**src/sv/sha256_message_digest_assert.svh**
```systemverilog
// Assertion macros used by the top module of the digest block.
`ifndef SHA256_MESSAGE_DIGEST_ASSERT_SVH
`define SHA256_MESSAGE_DIGEST_ASSERT_SVH

// The consequent must hold in the same cycle as the antecedent.
`define S256MD_ASSERT_SAME(label, ante, cons, msg) \
    label: assert property (@(posedge i_clk) disable iff (!i_rst_n) \
        (ante) |-> (cons)) else $error(msg);

// The consequent must hold in the cycle after the antecedent.
`define S256MD_ASSERT_NEXT(label, ante, cons, msg) \
    label: assert property (@(posedge i_clk) disable iff (!i_rst_n) \
        (ante) |=> (cons)) else $error(msg);

`endif

```
**src/sv/s256md_pkg.sv**
```systemverilog
`timescale 1ns / 1ps

package s256md_pkg;

    localparam logic [7:0] PAD_BYTE   = 8'h80;
    localparam logic [3:0] LEN_HI_IDX = 4'd14;
    localparam logic [3:0] LEN_LO_IDX = 4'd15;
    localparam logic [5:0] LAST_POS   = 6'd63;
    localparam logic [5:0] LEN_POS    = 6'd55;
    localparam logic [7:0] LAST_STEP  = 8'd129;
    localparam logic [3:0] HASH_DONE  = 4'd8;
    localparam logic [2:0] LAST_WORD  = 3'd7;

    function automatic logic [31:0] rotr(input logic [31:0] x, input int n);
        logic [63:0] d;
        d = {x, x} >> n;
        return d[31:0];
    endfunction

    function automatic logic [31:0] big_sigma0(input logic [31:0] x);
        return rotr(x, 2) ^ rotr(x, 13) ^ rotr(x, 22);
    endfunction

    function automatic logic [31:0] big_sigma1(input logic [31:0] x);
        return rotr(x, 6) ^ rotr(x, 11) ^ rotr(x, 25);
    endfunction

    function automatic logic [31:0] small_sigma0(input logic [31:0] x);
        return rotr(x, 7) ^ rotr(x, 18) ^ (x >> 3);
    endfunction

    function automatic logic [31:0] small_sigma1(input logic [31:0] x);
        return rotr(x, 17) ^ rotr(x, 19) ^ (x >> 10);
    endfunction

    function automatic logic [31:0] init_hash(input logic [2:0] idx);
        logic [31:0] v;
        case (idx)
            3'd0:    v = 32'h6a09e667;
            3'd1:    v = 32'hbb67ae85;
            3'd2:    v = 32'h3c6ef372;
            3'd3:    v = 32'ha54ff53a;
            3'd4:    v = 32'h510e527f;
            3'd5:    v = 32'h9b05688c;
            3'd6:    v = 32'h1f83d9ab;
            3'd7:    v = 32'h5be0cd19;
            default: v = 32'h6a09e667;
        endcase
        return v;
    endfunction

    function automatic logic [31:0] round_const(input logic [5:0] idx);
        logic [31:0] k;
        case (idx)
            6'd0:  k = 32'h428a2f98;
            6'd1:  k = 32'h71374491;
            6'd2:  k = 32'hb5c0fbcf;
            6'd3:  k = 32'he9b5dba5;
            6'd4:  k = 32'h3956c25b;
            6'd5:  k = 32'h59f111f1;
            6'd6:  k = 32'h923f82a4;
            6'd7:  k = 32'hab1c5ed5;
            6'd8:  k = 32'hd807aa98;
            6'd9:  k = 32'h12835b01;
            6'd10: k = 32'h243185be;
            6'd11: k = 32'h550c7dc3;
            6'd12: k = 32'h72be5d74;
            6'd13: k = 32'h80deb1fe;
            6'd14: k = 32'h9bdc06a7;
            6'd15: k = 32'hc19bf174;
            6'd16: k = 32'he49b69c1;
            6'd17: k = 32'hefbe4786;
            6'd18: k = 32'h0fc19dc6;
            6'd19: k = 32'h240ca1cc;
            6'd20: k = 32'h2de92c6f;
            6'd21: k = 32'h4a7484aa;
            6'd22: k = 32'h5cb0a9dc;
            6'd23: k = 32'h76f988da;
            6'd24: k = 32'h983e5152;
            6'd25: k = 32'ha831c66d;
            6'd26: k = 32'hb00327c8;
            6'd27: k = 32'hbf597fc7;
            6'd28: k = 32'hc6e00bf3;
            6'd29: k = 32'hd5a79147;
            6'd30: k = 32'h06ca6351;
            6'd31: k = 32'h14292967;
            6'd32: k = 32'h27b70a85;
            6'd33: k = 32'h2e1b2138;
            6'd34: k = 32'h4d2c6dfc;
            6'd35: k = 32'h53380d13;
            6'd36: k = 32'h650a7354;
            6'd37: k = 32'h766a0abb;
            6'd38: k = 32'h81c2c92e;
            6'd39: k = 32'h92722c85;
            6'd40: k = 32'ha2bfe8a1;
            6'd41: k = 32'ha81a664b;
            6'd42: k = 32'hc24b8b70;
            6'd43: k = 32'hc76c51a3;
            6'd44: k = 32'hd192e819;
            6'd45: k = 32'hd6990624;
            6'd46: k = 32'hf40e3585;
            6'd47: k = 32'h106aa070;
            6'd48: k = 32'h19a4c116;
            6'd49: k = 32'h1e376c08;
            6'd50: k = 32'h2748774c;
            6'd51: k = 32'h34b0bcb5;
            6'd52: k = 32'h391c0cb3;
            6'd53: k = 32'h4ed8aa4a;
            6'd54: k = 32'h5b9cca4f;
            6'd55: k = 32'h682e6ff3;
            6'd56: k = 32'h748f82ee;
            6'd57: k = 32'h78a5636f;
            6'd58: k = 32'h84c87814;
            6'd59: k = 32'h8cc70208;
            6'd60: k = 32'h90befffa;
            6'd61: k = 32'ha4506ceb;
            6'd62: k = 32'hbef9a3f7;
            6'd63: k = 32'hc67178f2;
            default: k = 32'h428a2f98;
        endcase
        return k;
    endfunction

endpackage

```
**src/sv/s256md_in_if.sv**
```systemverilog
`timescale 1ns / 1ps

interface s256md_in_if;
    logic       valid;
    logic       ready;
    logic [7:0] msg_byte;
    logic       has_byte;
    logic       end_of_message;

    modport source (output valid, msg_byte, has_byte, end_of_message, input ready);
    modport sink (input valid, msg_byte, has_byte, end_of_message, output ready);
endinterface

```
**src/sv/s256md_out_if.sv**
```systemverilog
`timescale 1ns / 1ps

interface s256md_out_if;
    logic        valid;
    logic        ready;
    logic [31:0] digest_word;
    logic [2:0]  word_index;
    logic        final_word;

    modport source (output valid, digest_word, word_index, final_word, input ready);
    modport sink (input valid, digest_word, word_index, final_word, output ready);
endinterface

```
**src/sv/sha256_message_digest.sv**
```systemverilog
`timescale 1ns / 1ps
`include "sha256_message_digest_assert.svh"

// SHA-256 over a byte stream. A transaction with has_byte set appends one byte;
// the byte that completes a 64-byte block starts a compression that loads the
// hash words from memory, primes the schedule reads, runs the 64 rounds (their
// pace is set by the two read ports of the 16-word block memory that holds the
// rolling message schedule) and writes the hash back. A transaction with
// end_of_message set pads one byte per cycle, pausing while a compression runs,
// writes the 64-bit length, runs one or two compressions and then delivers the
// eight digest words, H0 first, each once the one before it has been taken.
// The hash state sits in an 8-word memory whose entries read as the initial
// values until rewritten, so the block accepts its first item right after reset.
module sha256_message_digest import s256md_pkg::*; (
    input  logic         i_clk,
    input  logic         i_rst_n,
    s256md_in_if.sink    i_msg,
    s256md_out_if.source o_digest
);

    typedef enum logic [8:0] {
        ST_IDLE   = 9'b000000001,
        ST_PAD    = 9'b000000010,
        ST_LEN_HI = 9'b000000100,
        ST_LEN_LO = 9'b000001000,
        ST_LOAD   = 9'b000010000,
        ST_ROUND  = 9'b000100000,
        ST_HADD   = 9'b001000000,
        ST_OUT_RD = 9'b010000000,
        ST_OUT_LD = 9'b100000000
    } t_state;

    t_state      r_state;
    logic [5:0]  r_pos;
    logic [63:0] r_bc;
    logic [7:0]  r_hvld;
    logic        r_pad_first;
    logic        r_pad_pend;
    logic        r_last;
    logic        r_ovld;
    logic [3:0]  r_cnt;
    logic [7:0]  r_step;

    logic [31:0] r_acc;
    logic [31:0] r_wk [8];
    logic [31:0] r_w;
    logic [31:0] r_s;
    logic        r_hrd_vld;
    logic [2:0]  r_hrd_idx;
    logic [31:0] r_out_word;
    logic [2:0]  r_out_idx;
    logic        r_out_final;

    logic             in_take;
    logic             out_take;
    logic             push;
    logic [7:0]       push_byte;
    logic [31:0]      push_word;
    logic             blk_full;

    logic             w_we;
    logic [3:0]       w_wr_addr;
    logic [31:0]      w_wr_data;
    logic [1:0][3:0]  w_rd_addr;
    logic [1:0][31:0] w_rd_data;

    logic             h_we;
    logic [2:0]       h_wr_addr;
    logic [31:0]      h_wr_data;
    logic [31:0]      h_rd_data;
    logic [31:0]      hash_q;
    logic [2:0]       cnt_prev;

    logic [3:0]       t4;
    logic [6:0]       tw;
    logic             sched_new;
    logic [31:0]      w_cur;
    logic             step_even;
    logic [31:0]      t1;
    logic [31:0]      t2;
    logic [31:0]      ch;
    logic [31:0]      maj;

    assign in_take  = i_msg.valid && i_msg.ready;
    assign out_take = o_digest.valid && o_digest.ready;
    assign i_msg.ready = (r_state == ST_IDLE);

    assign o_digest.valid       = r_ovld;
    assign o_digest.digest_word = r_out_word;
    assign o_digest.word_index  = r_out_idx;
    assign o_digest.final_word  = r_out_final;

    // Bytes enter a word accumulator; a word goes to memory on its last lane.
    assign push      = (in_take && i_msg.has_byte) || (r_state == ST_PAD);
    assign push_byte = (r_state == ST_PAD) ? (r_pad_first ? PAD_BYTE : 8'h00)
                                           : i_msg.msg_byte;
    assign push_word = {r_acc[23:0], push_byte};
    assign blk_full  = (r_pos == LAST_POS);

    // Schedule indexing: even steps read w[t-15] and w[t-2], odd steps read
    // w[t-16] and w[t-7]; word t-1 is produced on the even step of round t.
    assign step_even = ~r_step[0];
    assign t4        = r_step[4:1];
    assign tw        = r_step[7:1] - 7'd1;
    assign sched_new = (tw >= 7'd16);
    assign w_cur     = sched_new ? (w_rd_data[0] + w_rd_data[1] + r_s) : w_rd_data[0];

    always_comb begin
        if (step_even) begin
            w_rd_addr[0] = t4 + 4'd1;
            w_rd_addr[1] = t4 - 4'd2;
        end else begin
            w_rd_addr[0] = t4;
            w_rd_addr[1] = t4 + 4'd9;
        end
    end

    always_comb begin
        w_we      = 1'b0;
        w_wr_addr = r_pos[5:2];
        w_wr_data = push_word;
        case (r_state)
            ST_IDLE, ST_PAD: begin
                w_we = push && (r_pos[1:0] == 2'd3);
            end
            ST_LEN_HI: begin
                w_we      = 1'b1;
                w_wr_addr = LEN_HI_IDX;
                w_wr_data = r_bc[63:32];
            end
            ST_LEN_LO: begin
                w_we      = 1'b1;
                w_wr_addr = LEN_LO_IDX;
                w_wr_data = r_bc[31:0];
            end
            ST_ROUND: begin
                w_we      = step_even && (r_step != 8'd0) && sched_new;
                w_wr_addr = tw[3:0];
                w_wr_data = w_cur;
            end
            default: begin
                w_we = 1'b0;
            end
        endcase
    end

    s256md_ram #(
        .WIDTH (32),
        .DEPTH (16),
        .N_RD  (2)
    ) u_block_ram (
        .i_clk     (i_clk),
        .i_we      (w_we),
        .i_wr_addr (w_wr_addr),
        .i_wr_data (w_wr_data),
        .i_rd_addr (w_rd_addr),
        .o_rd_data (w_rd_data)
    );

    // The hash memory is read at r_cnt every cycle; entries not yet written
    // since the last digest read as the initial hash values.
    assign cnt_prev  = r_cnt[2:0] - 3'd1;
    assign hash_q    = r_hrd_vld ? h_rd_data : init_hash(r_hrd_idx);
    assign h_we      = (r_state == ST_HADD) && (r_cnt != 4'd0);
    assign h_wr_addr = cnt_prev;
    assign h_wr_data = hash_q + r_wk[cnt_prev];

    s256md_ram #(
        .WIDTH (32),
        .DEPTH (8),
        .N_RD  (1)
    ) u_hash_ram (
        .i_clk     (i_clk),
        .i_we      (h_we),
        .i_wr_addr (h_wr_addr),
        .i_wr_data (h_wr_data),
        .i_rd_addr (r_cnt[2:0]),
        .o_rd_data (h_rd_data)
    );

    assign ch  = (r_wk[4] & r_wk[5]) ^ (~r_wk[4] & r_wk[6]);
    assign maj = (r_wk[0] & r_wk[1]) ^ (r_wk[0] & r_wk[2]) ^ (r_wk[1] & r_wk[2]);
    assign t1  = r_wk[7] + big_sigma1(r_wk[4]) + ch + round_const(tw[5:0]) + r_w;
    assign t2  = big_sigma0(r_wk[0]) + maj;

    always_ff @(posedge i_clk) begin
        if (!i_rst_n) begin
            r_state     <= ST_IDLE;
            r_pos       <= 6'd0;
            r_bc        <= 64'd0;
            r_hvld      <= 8'd0;
            r_pad_first <= 1'b0;
            r_pad_pend  <= 1'b0;
            r_last      <= 1'b0;
            r_ovld      <= 1'b0;
            r_cnt       <= 4'd0;
            r_step      <= 8'd0;
        end else begin
            if (out_take) begin
                r_ovld <= 1'b0;
            end
            if (push) begin
                r_pos <= r_pos + 6'd1;
            end
            case (r_state)
                ST_IDLE: begin
                    if (in_take) begin
                        if (i_msg.has_byte) begin
                            r_bc <= r_bc + 64'd8;
                        end
                        if (i_msg.end_of_message) begin
                            r_pad_first <= 1'b1;
                            r_pad_pend  <= 1'b1;
                        end
                        if (i_msg.has_byte && blk_full) begin
                            r_cnt   <= 4'd0;
                            r_state <= ST_LOAD;
                        end else if (i_msg.end_of_message) begin
                            r_state <= ST_PAD;
                        end
                    end
                end
                ST_PAD: begin
                    r_pad_first <= 1'b0;
                    if (blk_full) begin
                        r_cnt   <= 4'd0;
                        r_state <= ST_LOAD;
                    end else if (r_pos == LEN_POS) begin
                        r_state <= ST_LEN_HI;
                    end
                end
                ST_LEN_HI: begin
                    r_state <= ST_LEN_LO;
                end
                ST_LEN_LO: begin
                    r_last     <= 1'b1;
                    r_pad_pend <= 1'b0;
                    r_cnt      <= 4'd0;
                    r_state    <= ST_LOAD;
                end
                ST_LOAD: begin
                    r_cnt <= r_cnt + 4'd1;
                    if (r_cnt == HASH_DONE) begin
                        r_step  <= 8'd0;
                        r_state <= ST_ROUND;
                    end
                end
                ST_ROUND: begin
                    r_step <= r_step + 8'd1;
                    if (r_step == LAST_STEP) begin
                        r_cnt   <= 4'd0;
                        r_state <= ST_HADD;
                    end
                end
                ST_HADD: begin
                    if (r_cnt != 4'd0) begin
                        r_hvld[cnt_prev] <= 1'b1;
                    end
                    if (r_cnt == HASH_DONE) begin
                        r_cnt <= 4'd0;
                        if (r_last) begin
                            r_state <= ST_OUT_RD;
                        end else if (r_pad_pend) begin
                            r_state <= ST_PAD;
                        end else begin
                            r_state <= ST_IDLE;
                        end
                    end else begin
                        r_cnt <= r_cnt + 4'd1;
                    end
                end
                ST_OUT_RD: begin
                    if (!r_ovld || out_take) begin
                        r_state <= ST_OUT_LD;
                    end
                end
                ST_OUT_LD: begin
                    r_ovld <= 1'b1;
                    if (r_cnt[2:0] == LAST_WORD) begin
                        r_hvld  <= 8'd0;
                        r_bc    <= 64'd0;
                        r_pos   <= 6'd0;
                        r_last  <= 1'b0;
                        r_cnt   <= 4'd0;
                        r_state <= ST_IDLE;
                    end else begin
                        r_cnt   <= r_cnt + 4'd1;
                        r_state <= ST_OUT_RD;
                    end
                end
                default: begin
                    r_state <= ST_IDLE;
                end
            endcase
        end
    end

    always_ff @(posedge i_clk) begin
        r_hrd_vld <= r_hvld[r_cnt[2:0]];
        r_hrd_idx <= r_cnt[2:0];
        if (push) begin
            r_acc <= push_word;
        end
        if ((r_state == ST_LOAD) && (r_cnt != 4'd0)) begin
            r_wk[cnt_prev] <= hash_q;
        end
        if (r_state == ST_ROUND) begin
            if (step_even) begin
                r_w <= w_cur;
            end else begin
                r_s <= small_sigma0(w_rd_data[0]) + small_sigma1(w_rd_data[1]);
                if (r_step >= 8'd3) begin
                    r_wk[7] <= r_wk[6];
                    r_wk[6] <= r_wk[5];
                    r_wk[5] <= r_wk[4];
                    r_wk[4] <= r_wk[3] + t1;
                    r_wk[3] <= r_wk[2];
                    r_wk[2] <= r_wk[1];
                    r_wk[1] <= r_wk[0];
                    r_wk[0] <= t1 + t2;
                end
            end
        end
        if (r_state == ST_OUT_LD) begin
            r_out_word  <= hash_q;
            r_out_idx   <= r_cnt[2:0];
            r_out_final <= (r_cnt[2:0] == LAST_WORD);
        end
    end

    `S256MD_ASSERT_SAME(a_out_slot_free, r_state == ST_OUT_LD, !r_ovld,
        "digest register still occupied")
    `S256MD_ASSERT_SAME(a_hash_all_or_none, r_state == ST_IDLE,
        (r_hvld == 8'd0) || (r_hvld == 8'hff), "hash memory partly rewritten while idle")
    `S256MD_ASSERT_SAME(a_round_bound, r_state == ST_ROUND, r_step <= LAST_STEP,
        "round step counter overran")
    `S256MD_ASSERT_NEXT(a_len_then_load, r_state == ST_LEN_LO, (r_state == ST_LOAD) && r_last,
        "length block did not start the last compression")

endmodule

```
**src/sv/s256md_ram.sv**
```systemverilog
`timescale 1ns / 1ps

module s256md_ram #(
    parameter int WIDTH  = 32,
    parameter int DEPTH  = 16,
    parameter int N_RD   = 1,
    parameter int ADDR_W = $clog2(DEPTH)
) (
    input  logic                         i_clk,
    input  logic                         i_we,
    input  logic [ADDR_W-1:0]            i_wr_addr,
    input  logic [WIDTH-1:0]             i_wr_data,
    input  logic [N_RD-1:0][ADDR_W-1:0]  i_rd_addr,
    output logic [N_RD-1:0][WIDTH-1:0]   o_rd_data
);

    logic [WIDTH-1:0] r_mem [DEPTH];

    always_ff @(posedge i_clk) begin
        if (i_we) begin
            r_mem[i_wr_addr] <= i_wr_data;
        end
    end

    // A read of the entry written in the same cycle returns the old data.
    for (genvar g = 0; g < N_RD; g++) begin : g_rd
        always_ff @(posedge i_clk) begin
            o_rd_data[g] <= r_mem[i_rd_addr[g]];
        end
    end

endmodule
```
**src/flat_wrapper.sv**
```systemverilog
// flat-port wrapper written by rule: the top's interface ports become plain ports
module sha256_message_digest_flat import s256md_pkg::*;
  (i_clk, i_rst_n, i_msg_valid, i_msg_msg_byte, i_msg_has_byte, i_msg_end_of_message, i_msg_ready, o_digest_valid, o_digest_digest_word, o_digest_word_index, o_digest_final_word, o_digest_ready);
  s256md_in_if i_msg_i ();
  s256md_out_if o_digest_i ();
  input  logic i_clk;
  input  logic i_rst_n;
  input wire logic [$bits(i_msg_i.valid)-1:0] i_msg_valid;
  input wire logic [$bits(i_msg_i.msg_byte)-1:0] i_msg_msg_byte;
  input wire logic [$bits(i_msg_i.has_byte)-1:0] i_msg_has_byte;
  input wire logic [$bits(i_msg_i.end_of_message)-1:0] i_msg_end_of_message;
  output wire logic [$bits(i_msg_i.ready)-1:0] i_msg_ready;
  output wire logic [$bits(o_digest_i.valid)-1:0] o_digest_valid;
  output wire logic [$bits(o_digest_i.digest_word)-1:0] o_digest_digest_word;
  output wire logic [$bits(o_digest_i.word_index)-1:0] o_digest_word_index;
  output wire logic [$bits(o_digest_i.final_word)-1:0] o_digest_final_word;
  input wire logic [$bits(o_digest_i.ready)-1:0] o_digest_ready;
  assign i_msg_i.valid = i_msg_valid;
  assign i_msg_i.msg_byte = i_msg_msg_byte;
  assign i_msg_i.has_byte = i_msg_has_byte;
  assign i_msg_i.end_of_message = i_msg_end_of_message;
  assign i_msg_ready = i_msg_i.ready;
  assign o_digest_valid = o_digest_i.valid;
  assign o_digest_digest_word = o_digest_i.digest_word;
  assign o_digest_word_index = o_digest_i.word_index;
  assign o_digest_final_word = o_digest_i.final_word;
  assign o_digest_i.ready = o_digest_ready;
  sha256_message_digest u_core (.i_clk(i_clk), .i_rst_n(i_rst_n), .i_msg(i_msg_i), .o_digest(o_digest_i));
endmodule
```
**config.mk**
```make
export PLATFORM = sky130hd
export DESIGN_NAME = sha256_message_digest_flat
export DESIGN_NICKNAME = d
export VERILOG_FILES = /design/src/sv/s256md_pkg.sv /design/src/sv/s256md_in_if.sv /design/src/sv/s256md_out_if.sv /design/src/sv/sha256_message_digest.sv /design/src/sv/s256md_ram.sv /design/src/flat_wrapper.sv
export VERILOG_INCLUDE_DIRS = /design/src /design/src/sv
export SDC_FILE = /design/constraint.sdc
export NUM_CORES = 2
export LEC_CHECK = 0
export ABC_CLOCK_PERIOD_IN_PS = 9500
export BUFFER_PORTS_ARGS = -buffer_cell sky130_fd_sc_hd__buf_2
export CAP_MARGIN = 20
export CORE_MARGIN = 5
export CORE_UTILIZATION = 40
export CTS_CLUSTER_DIAMETER = 60
export DETAILED_ROUTE_END_ITERATION = 10
export GPL_ROUTABILITY_DRIVEN = 0
export PLACE_DENSITY = 0.6
export SETUP_SLACK_MARGIN = 0.5
export SYNTH_ARGS = -nofsm -noshare
export SYNTH_HDL_FRONTEND = slang
export SYNTH_SLANG_ARGS = --single-unit
```
**constraint.sdc**
```tcl
create_clock -name i_clk -period 9.5 [get_ports i_clk]
set_clock_uncertainty 0.1 [all_clocks]
set_input_delay 0.95 -clock i_clk [delete_from_list [all_inputs] [get_ports i_clk]]
set_output_delay 0.95 -clock i_clk [all_outputs]
set_load 0.05 [all_outputs]
```
==> impl_metrics.xml <==
<?xml version="1.0" encoding="UTF-8"?>
<metrics>
  <group name="logic_synthesis">
    <metric name="synth_cell_types" unit="">105</metric>
    <metric name="postSynthAreaPerCell" unit="um^2">13.0</metric>
    <metric name="ys_seq_elements" unit="">1375</metric>
    <metric name="post_synth_inst_count" unit="">5802</metric>
    <metric name="yosysTopAreaCellShare" unit="">0.457</metric>
    <metric name="yosysMostFrequentCell" unit="">sky130_fd_sc_hd__edfxtp_1</metric>
    <metric name="synthArstFlopShare" unit="">0</metric>
    <metric name="post_synth_top_flop" unit="">sky130_fd_sc_hd__edfxtp_1</metric>
    <metric name="synth.top_cells.by_area" unit="">sky130_fd_sc_hd__edfxtp_1 (46%), sky130_fd_sc_hd__mux4_2 (12%), sky130_fd_sc_hd__dfxtp_1 (6.0%), sky130_fd_sc_hd__fa_1 (4.2%), sky130_fd_sc_hd__xnor2_1 (4.1%)</metric>
    <metric name="synth.yosys.warnings" unit="">0</metric>
    <metric name="synth_area" unit="um^2">75500</metric>
    <metric name="synth.net_count" unit="">6200</metric>
    <metric name="synth_edf_count" unit="">1148</metric>
    <metric name="synth.top_cells.by_count" unit="">sky130_fd_sc_hd__edfxtp_1 (1148), sky130_fd_sc_hd__nand2_1 (413), sky130_fd_sc_hd__mux4_2 (387)</metric>
    <metric name="synth-seq-area-share" unit="">0.517</metric>
    <metric name="synth_area_leader_cell" unit="">sky130_fd_sc_hd__edfxtp_1</metric>
  </group>
  <group name="timing">
    <metric name="finalHoldViolCount" unit="">0</metric>
    <metric name="grt_setup_unrepaired" unit="">true</metric>
    <metric name="timing_max_transition_violations_final" unit="">0</metric>
    <metric name="min_period_over_period" unit="">0.932</metric>
    <metric name="tightestPinTransition" unit="ps">1140</metric>
    <metric name="relSlewSlack" unit="">0.233</metric>
    <metric name="max_freq" unit="MHz">113</metric>
    <metric name="setup_violations" unit="">0</metric>
    <metric name="min_period" unit="ps">8860</metric>
  </group>
  <group name="setup_path">
    <metric name="timing.critical_path.required" unit="ps">9940</metric>
    <metric name="end_kind" unit="">flop</metric>
    <metric name="cp_max_fo" unit="">15</metric>
    <metric name="cpMaxStageDelayCell" unit="">sky130_fd_sc_hd__ha_1</metric>
    <metric name="criticalPathCategory" unit="">reg -&gt; reg</metric>
    <metric name="timing.critical_path.mode_cell" unit="">sky130_fd_sc_hd__fa_1</metric>
    <metric name="worst_setup_path_start_kind" unit="">flop</metric>
    <metric name="critical_path.max_stage_delay" unit="ps">640</metric>
    <metric name="arrival" unit="ps">9290</metric>
  </group>
  <group name="floorplanning">
    <metric name="fp.dieH" unit="um">444</metric>
    <metric name="coreArea" unit="um^2">188000</metric>
    <metric name="design.portCount" unit="">52</metric>
    <metric name="fp.dieW" unit="um">444</metric>
    <metric name="fp.dieArea" unit="um^2">197000</metric>
    <metric name="initial_core_util" unit="">0.402</metric>
    <metric name="rows" unit="">159</metric>
  </group>
  <group name="clocking">
    <metric name="path_clk_slew" unit="ps">60</metric>
    <metric name="cts_hold_buffers" unit="">0</metric>
    <metric name="tritoncts_clock_tree" unit="">yes</metric>
    <metric name="worstSkewPairLatency" unit="ps">820</metric>
    <metric name="tritoncts.num_buffers" unit="">153</metric>
    <metric name="clock_sink_count" unit="">1375</metric>
    <metric name="root_buffer" unit="">sky130_fd_sc_hd__clkbuf_16</metric>
    <metric name="clock_tree.htree_level_count" unit="">4</metric>
    <metric name="cts-root-to-sink-buffers" unit="">3</metric>
  </group>
  <group name="pwr">
    <metric name="vdd_ir_drop_max" unit="V">0.000147</metric>
    <metric name="leakage" unit="nW">29.7</metric>
    <metric name="power_density" unit="nW/um^2">150</metric>
    <metric name="switching_power" unit="W">0.00288</metric>
    <metric name="switching_share" unit="">0.223</metric>
    <metric name="share_comb_of_total_power" unit="">0.028</metric>
    <metric name="power.share.clock" unit="">0.458</metric>
    <metric name="internal_power" unit="W">0.0100</metric>
    <metric name="totalPowerFinal" unit="W">0.0129</metric>
    <metric name="power.sequential.fraction" unit="">0.513</metric>
  </group>
  <group name="status">
    <metric name="result_of_the_run" unit="">complete, no violations</metric>
  </group>
  <group name="final_layout">
    <metric name="final_cells" unit="">8556</metric>
    <metric name="fill_cells" unit="">16600</metric>
    <metric name="layout-area-overhead-vs-synth" unit="%">14.5</metric>
    <metric name="seq_area" unit="um^2">39000</metric>
    <metric name="final_net_count" unit="">6327</metric>
    <metric name="layout-drive-gt1-share" unit="">0.208</metric>
    <metric name="multi_input_comb_area" unit="um^2">35600</metric>
  </group>
  <group name="placement">
    <metric name="io_buffer_count" unit="">51</metric>
    <metric name="numPlacedInstances" unit="">8193</metric>
    <metric name="place_hpwl" unit="um">166000</metric>
  </group>
  <group name="routing">
    <metric name="remaining_drc_errors" unit="">0</metric>
    <metric name="detailedRoute.firstIterationViolations" unit="">6830</metric>
    <metric name="first_pass_iteration_count_of_the_detailed_router" unit="">8</metric>
    <metric name="route.final.wire_length" unit="um">247000</metric>
    <metric name="routed-wl-met2" unit="um">111000</metric>
    <metric name="route.antenna.remaining_nets" unit="">0</metric>
    <metric name="routedLengthMet1" unit="um">96700</metric>
    <metric name="routed_wire_length_per_instance" unit="um">28.9</metric>
    <metric name="vias" unit="">52400</metric>
    <metric name="drt-vias-per-instance" unit="">6.12</metric>
    <metric name="route.met3.wl" unit="um">24100</metric>
    <metric name="top_layer_used" unit="">met5</metric>
  </group>
  <group name="global_route">
    <metric name="number_of_antenna_violations_at_the_first_check_in_global_routing" unit="">6</metric>
    <metric name="grt_util_all_layers" unit="">0.242</metric>
    <metric name="grt_start_max_net_pins" unit="">203</metric>
    <metric name="gr-total-overflow" unit="">0</metric>
    <metric name="first_global_vias" unit="">50000</metric>
    <metric name="first_pass_grt_wire_length" unit="um">352000</metric>
  </group>
  <group name="hold_path">
    <metric name="timing.hold.worst.class" unit="">in -&gt; reg</metric>
  </group>
  <group name="flow_run">
    <metric name="max_cap_viol_count" unit="">0</metric>
  </group>
</metrics>
## path summary, 6_finish.rpt
kind,from,to,slack [ps],cells after the start
worst max register to register,u_core.r_step[1]$_SDFFE_PN0P_,u_core.r_wk[0][31]$_DFFE_PP_,640,35
worst min register to register,u_core.r_acc[6]$_DFFE_PN_,u_core.r_acc[14]$_DFFE_PN_,340,0
worst max-delay path,u_core.r_step[1]$_SDFFE_PN0P_,u_core.r_wk[0][31]$_DFFE_PP_,640,35
worst min-delay path,i_rst_n,u_core.r_state[0]$_SDFFE_PN1P_,330,2
## critical path: cells and delay by family (launching register included)
kind | cells | cell delay, ps
compound gates | 13 | 2690
buf+inv | 8 | 920
fa+ha+maj | 7 | 3180
simple gates | 5 | 840
xor+xnor | 2 | 460
flops | 1 | 380
## flip-flops by register name, summed over array words and instances, names as in the netlist, 9 cells and up, named ones only
| signal | cells |
|---|---|
| u_core.r_wk | 256 |
| u_core.o_digest.digest_word | 32 |
| u_core.u_block_ram.r_mem | 512 |
| u_core.u_block_ram.o_rd_data | 64 |
| u_core.r_s | 32 |
| u_core.r_bc | 61 |
| u_core.r_state | 9 |
| u_core.u_hash_ram.o_rd_data | 32 |
| u_core.r_w | 32 |
| u_core.u_hash_ram.r_mem | 256 |
| u_core.r_acc | 24 |
## area by class of cell
class                           instances  area share
Antenna cell                            6    0.000174
Clock buffer                          198      0.0481
Clock inverter                         83      0.0103
Inverter                              230      0.0101
Multi-Input combinational cell       3849       0.412
Sequential cell                      1375       0.452
Tap cell                             2495      0.0361
Timing Repair Buffer                  320      0.0314
## metrics by stage
step | util | hold WS (ps) | worst slack [ps] | setup TNS [ps] | instance area, um^2
2_1_floorplan | - | 308 | 511 | 0 | 75500
3_3_place_gp | 0.423 | 331 | 52.0 | 0 | 79500
3_5_place_dp | 0.424 | 330 | -33.8 | -33.8 | 79600
4_1_cts | 0.452 | 281 | 465 | 0 | 84800
5_1_grt | 0.460 | 317 | 305 | 0 | 86400
6_report | 0.460 | 329 | 643 | 0 | 86400
## metal layers
layer	track usage	vias up
met4	0.121	2
met2	0.375	3042
li1	-	22200
met5	0	-
met1	0.323	26300
met3	0.0519	755
## layout by cell type, fill, tap and decap left out, types with 17 or more instances in the layout
cell type | netlist | final
sky130_fd_sc_hd__o21a_1 | 227 | 227
sky130_fd_sc_hd__o21ai_0 | 202 | 176
sky130_fd_sc_hd__ha_1 | 225 | 201
sky130_fd_sc_hd__xor2_1 | 127 | 123
sky130_fd_sc_hd__or3_1 | 31 | 27
sky130_fd_sc_hd__o21bai_1 | 19 | 18
sky130_fd_sc_hd__mux4_2 | 387 | 387
sky130_fd_sc_hd__o211ai_1 | 25 | 25
sky130_fd_sc_hd__inv_1 | 227 | 219
sky130_fd_sc_hd__a22oi_1 | 156 | 156
sky130_fd_sc_hd__a21oi_1 | 260 | 237
sky130_fd_sc_hd__buf_2 | 28 | 51
sky130_fd_sc_hd__a21oi_2 | 0 | 19
sky130_fd_sc_hd__ha_4 | 0 | 17
sky130_fd_sc_hd__xnor2_1 | 355 | 340
sky130_fd_sc_hd__nand2_1 | 413 | 401
sky130_fd_sc_hd__nor2_4 | 1 | 30
sky130_fd_sc_hd__nand3_1 | 103 | 98
sky130_fd_sc_hd__nor3_1 | 58 | 49
sky130_fd_sc_hd__and3_1 | 32 | 32
sky130_fd_sc_hd__nor2b_1 | 32 | 30
sky130_fd_sc_hd__a31oi_1 | 39 | 36
sky130_fd_sc_hd__and2_1 | 20 | 19
sky130_fd_sc_hd__buf_4 | 1 | 231
sky130_fd_sc_hd__nand2b_1 | 61 | 59
sky130_fd_sc_hd__clkbuf_1 | 273 | 30
sky130_fd_sc_hd__o31ai_1 | 22 | 21
sky130_fd_sc_hd__maj3_1 | 25 | 25
sky130_fd_sc_hd__o21ai_1 | 14 | 24
sky130_fd_sc_hd__edfxtp_1 | 1148 | 1148
sky130_fd_sc_hd__nand4_1 | 51 | 51
sky130_fd_sc_hd__a211oi_1 | 39 | 31
sky130_fd_sc_hd__clkinv_2 | 0 | 20
sky130_fd_sc_hd__clkbuf_16 | 0 | 164
sky130_fd_sc_hd__mux2_2 | 68 | 68
sky130_fd_sc_hd__nor2_1 | 371 | 330
sky130_fd_sc_hd__dfxtp_1 | 227 | 221
sky130_fd_sc_hd__a21o_1 | 93 | 93
sky130_fd_sc_hd__fa_1 | 159 | 156
## repair_timing
action	in CTS	in global routing
setup buffers	9	52
pin swaps	8	84
endpoints found under the hold margin	0	0
setup endpoints to repair	11	16
gates cloned	2	10
gates resized for setup	18	194
## kinds of logic (layout without fill, tap and decap cells)
logic type                 after synthesis  count (layout)  share of synthesized area
and+or+nand+nor                       1242            1242                     0.0763
muxes                                  470             470                      0.128
DFF                                   1375            1375                      0.517
AOI/OAI and AO/OA                     1241            1241                      0.110
xor gates and xnor gates               485             487                     0.0566
adders and majority gates              409             409                     0.0828
other                                    0               6                          0
buffers and inverters                  580             831                     0.0295
## power groups by stage
stage | registers [W] | clock network, W | logic [W]
6_report | 0.00664 | 0.00592 | 0.000368
5_1_grt | 0.00663 | 0.00629 | 0.000390
4_1_cts | 0.00663 | 0.00603 | 0.000366
3_5_place_dp | 0.00676 | 0 | 0.000365
3_3_place_gp | 0.00676 | 0 | 0.000355
2_1_floorplan | 0.00675 | 0 | 0.000195
(Power assumes the default switching activity.)
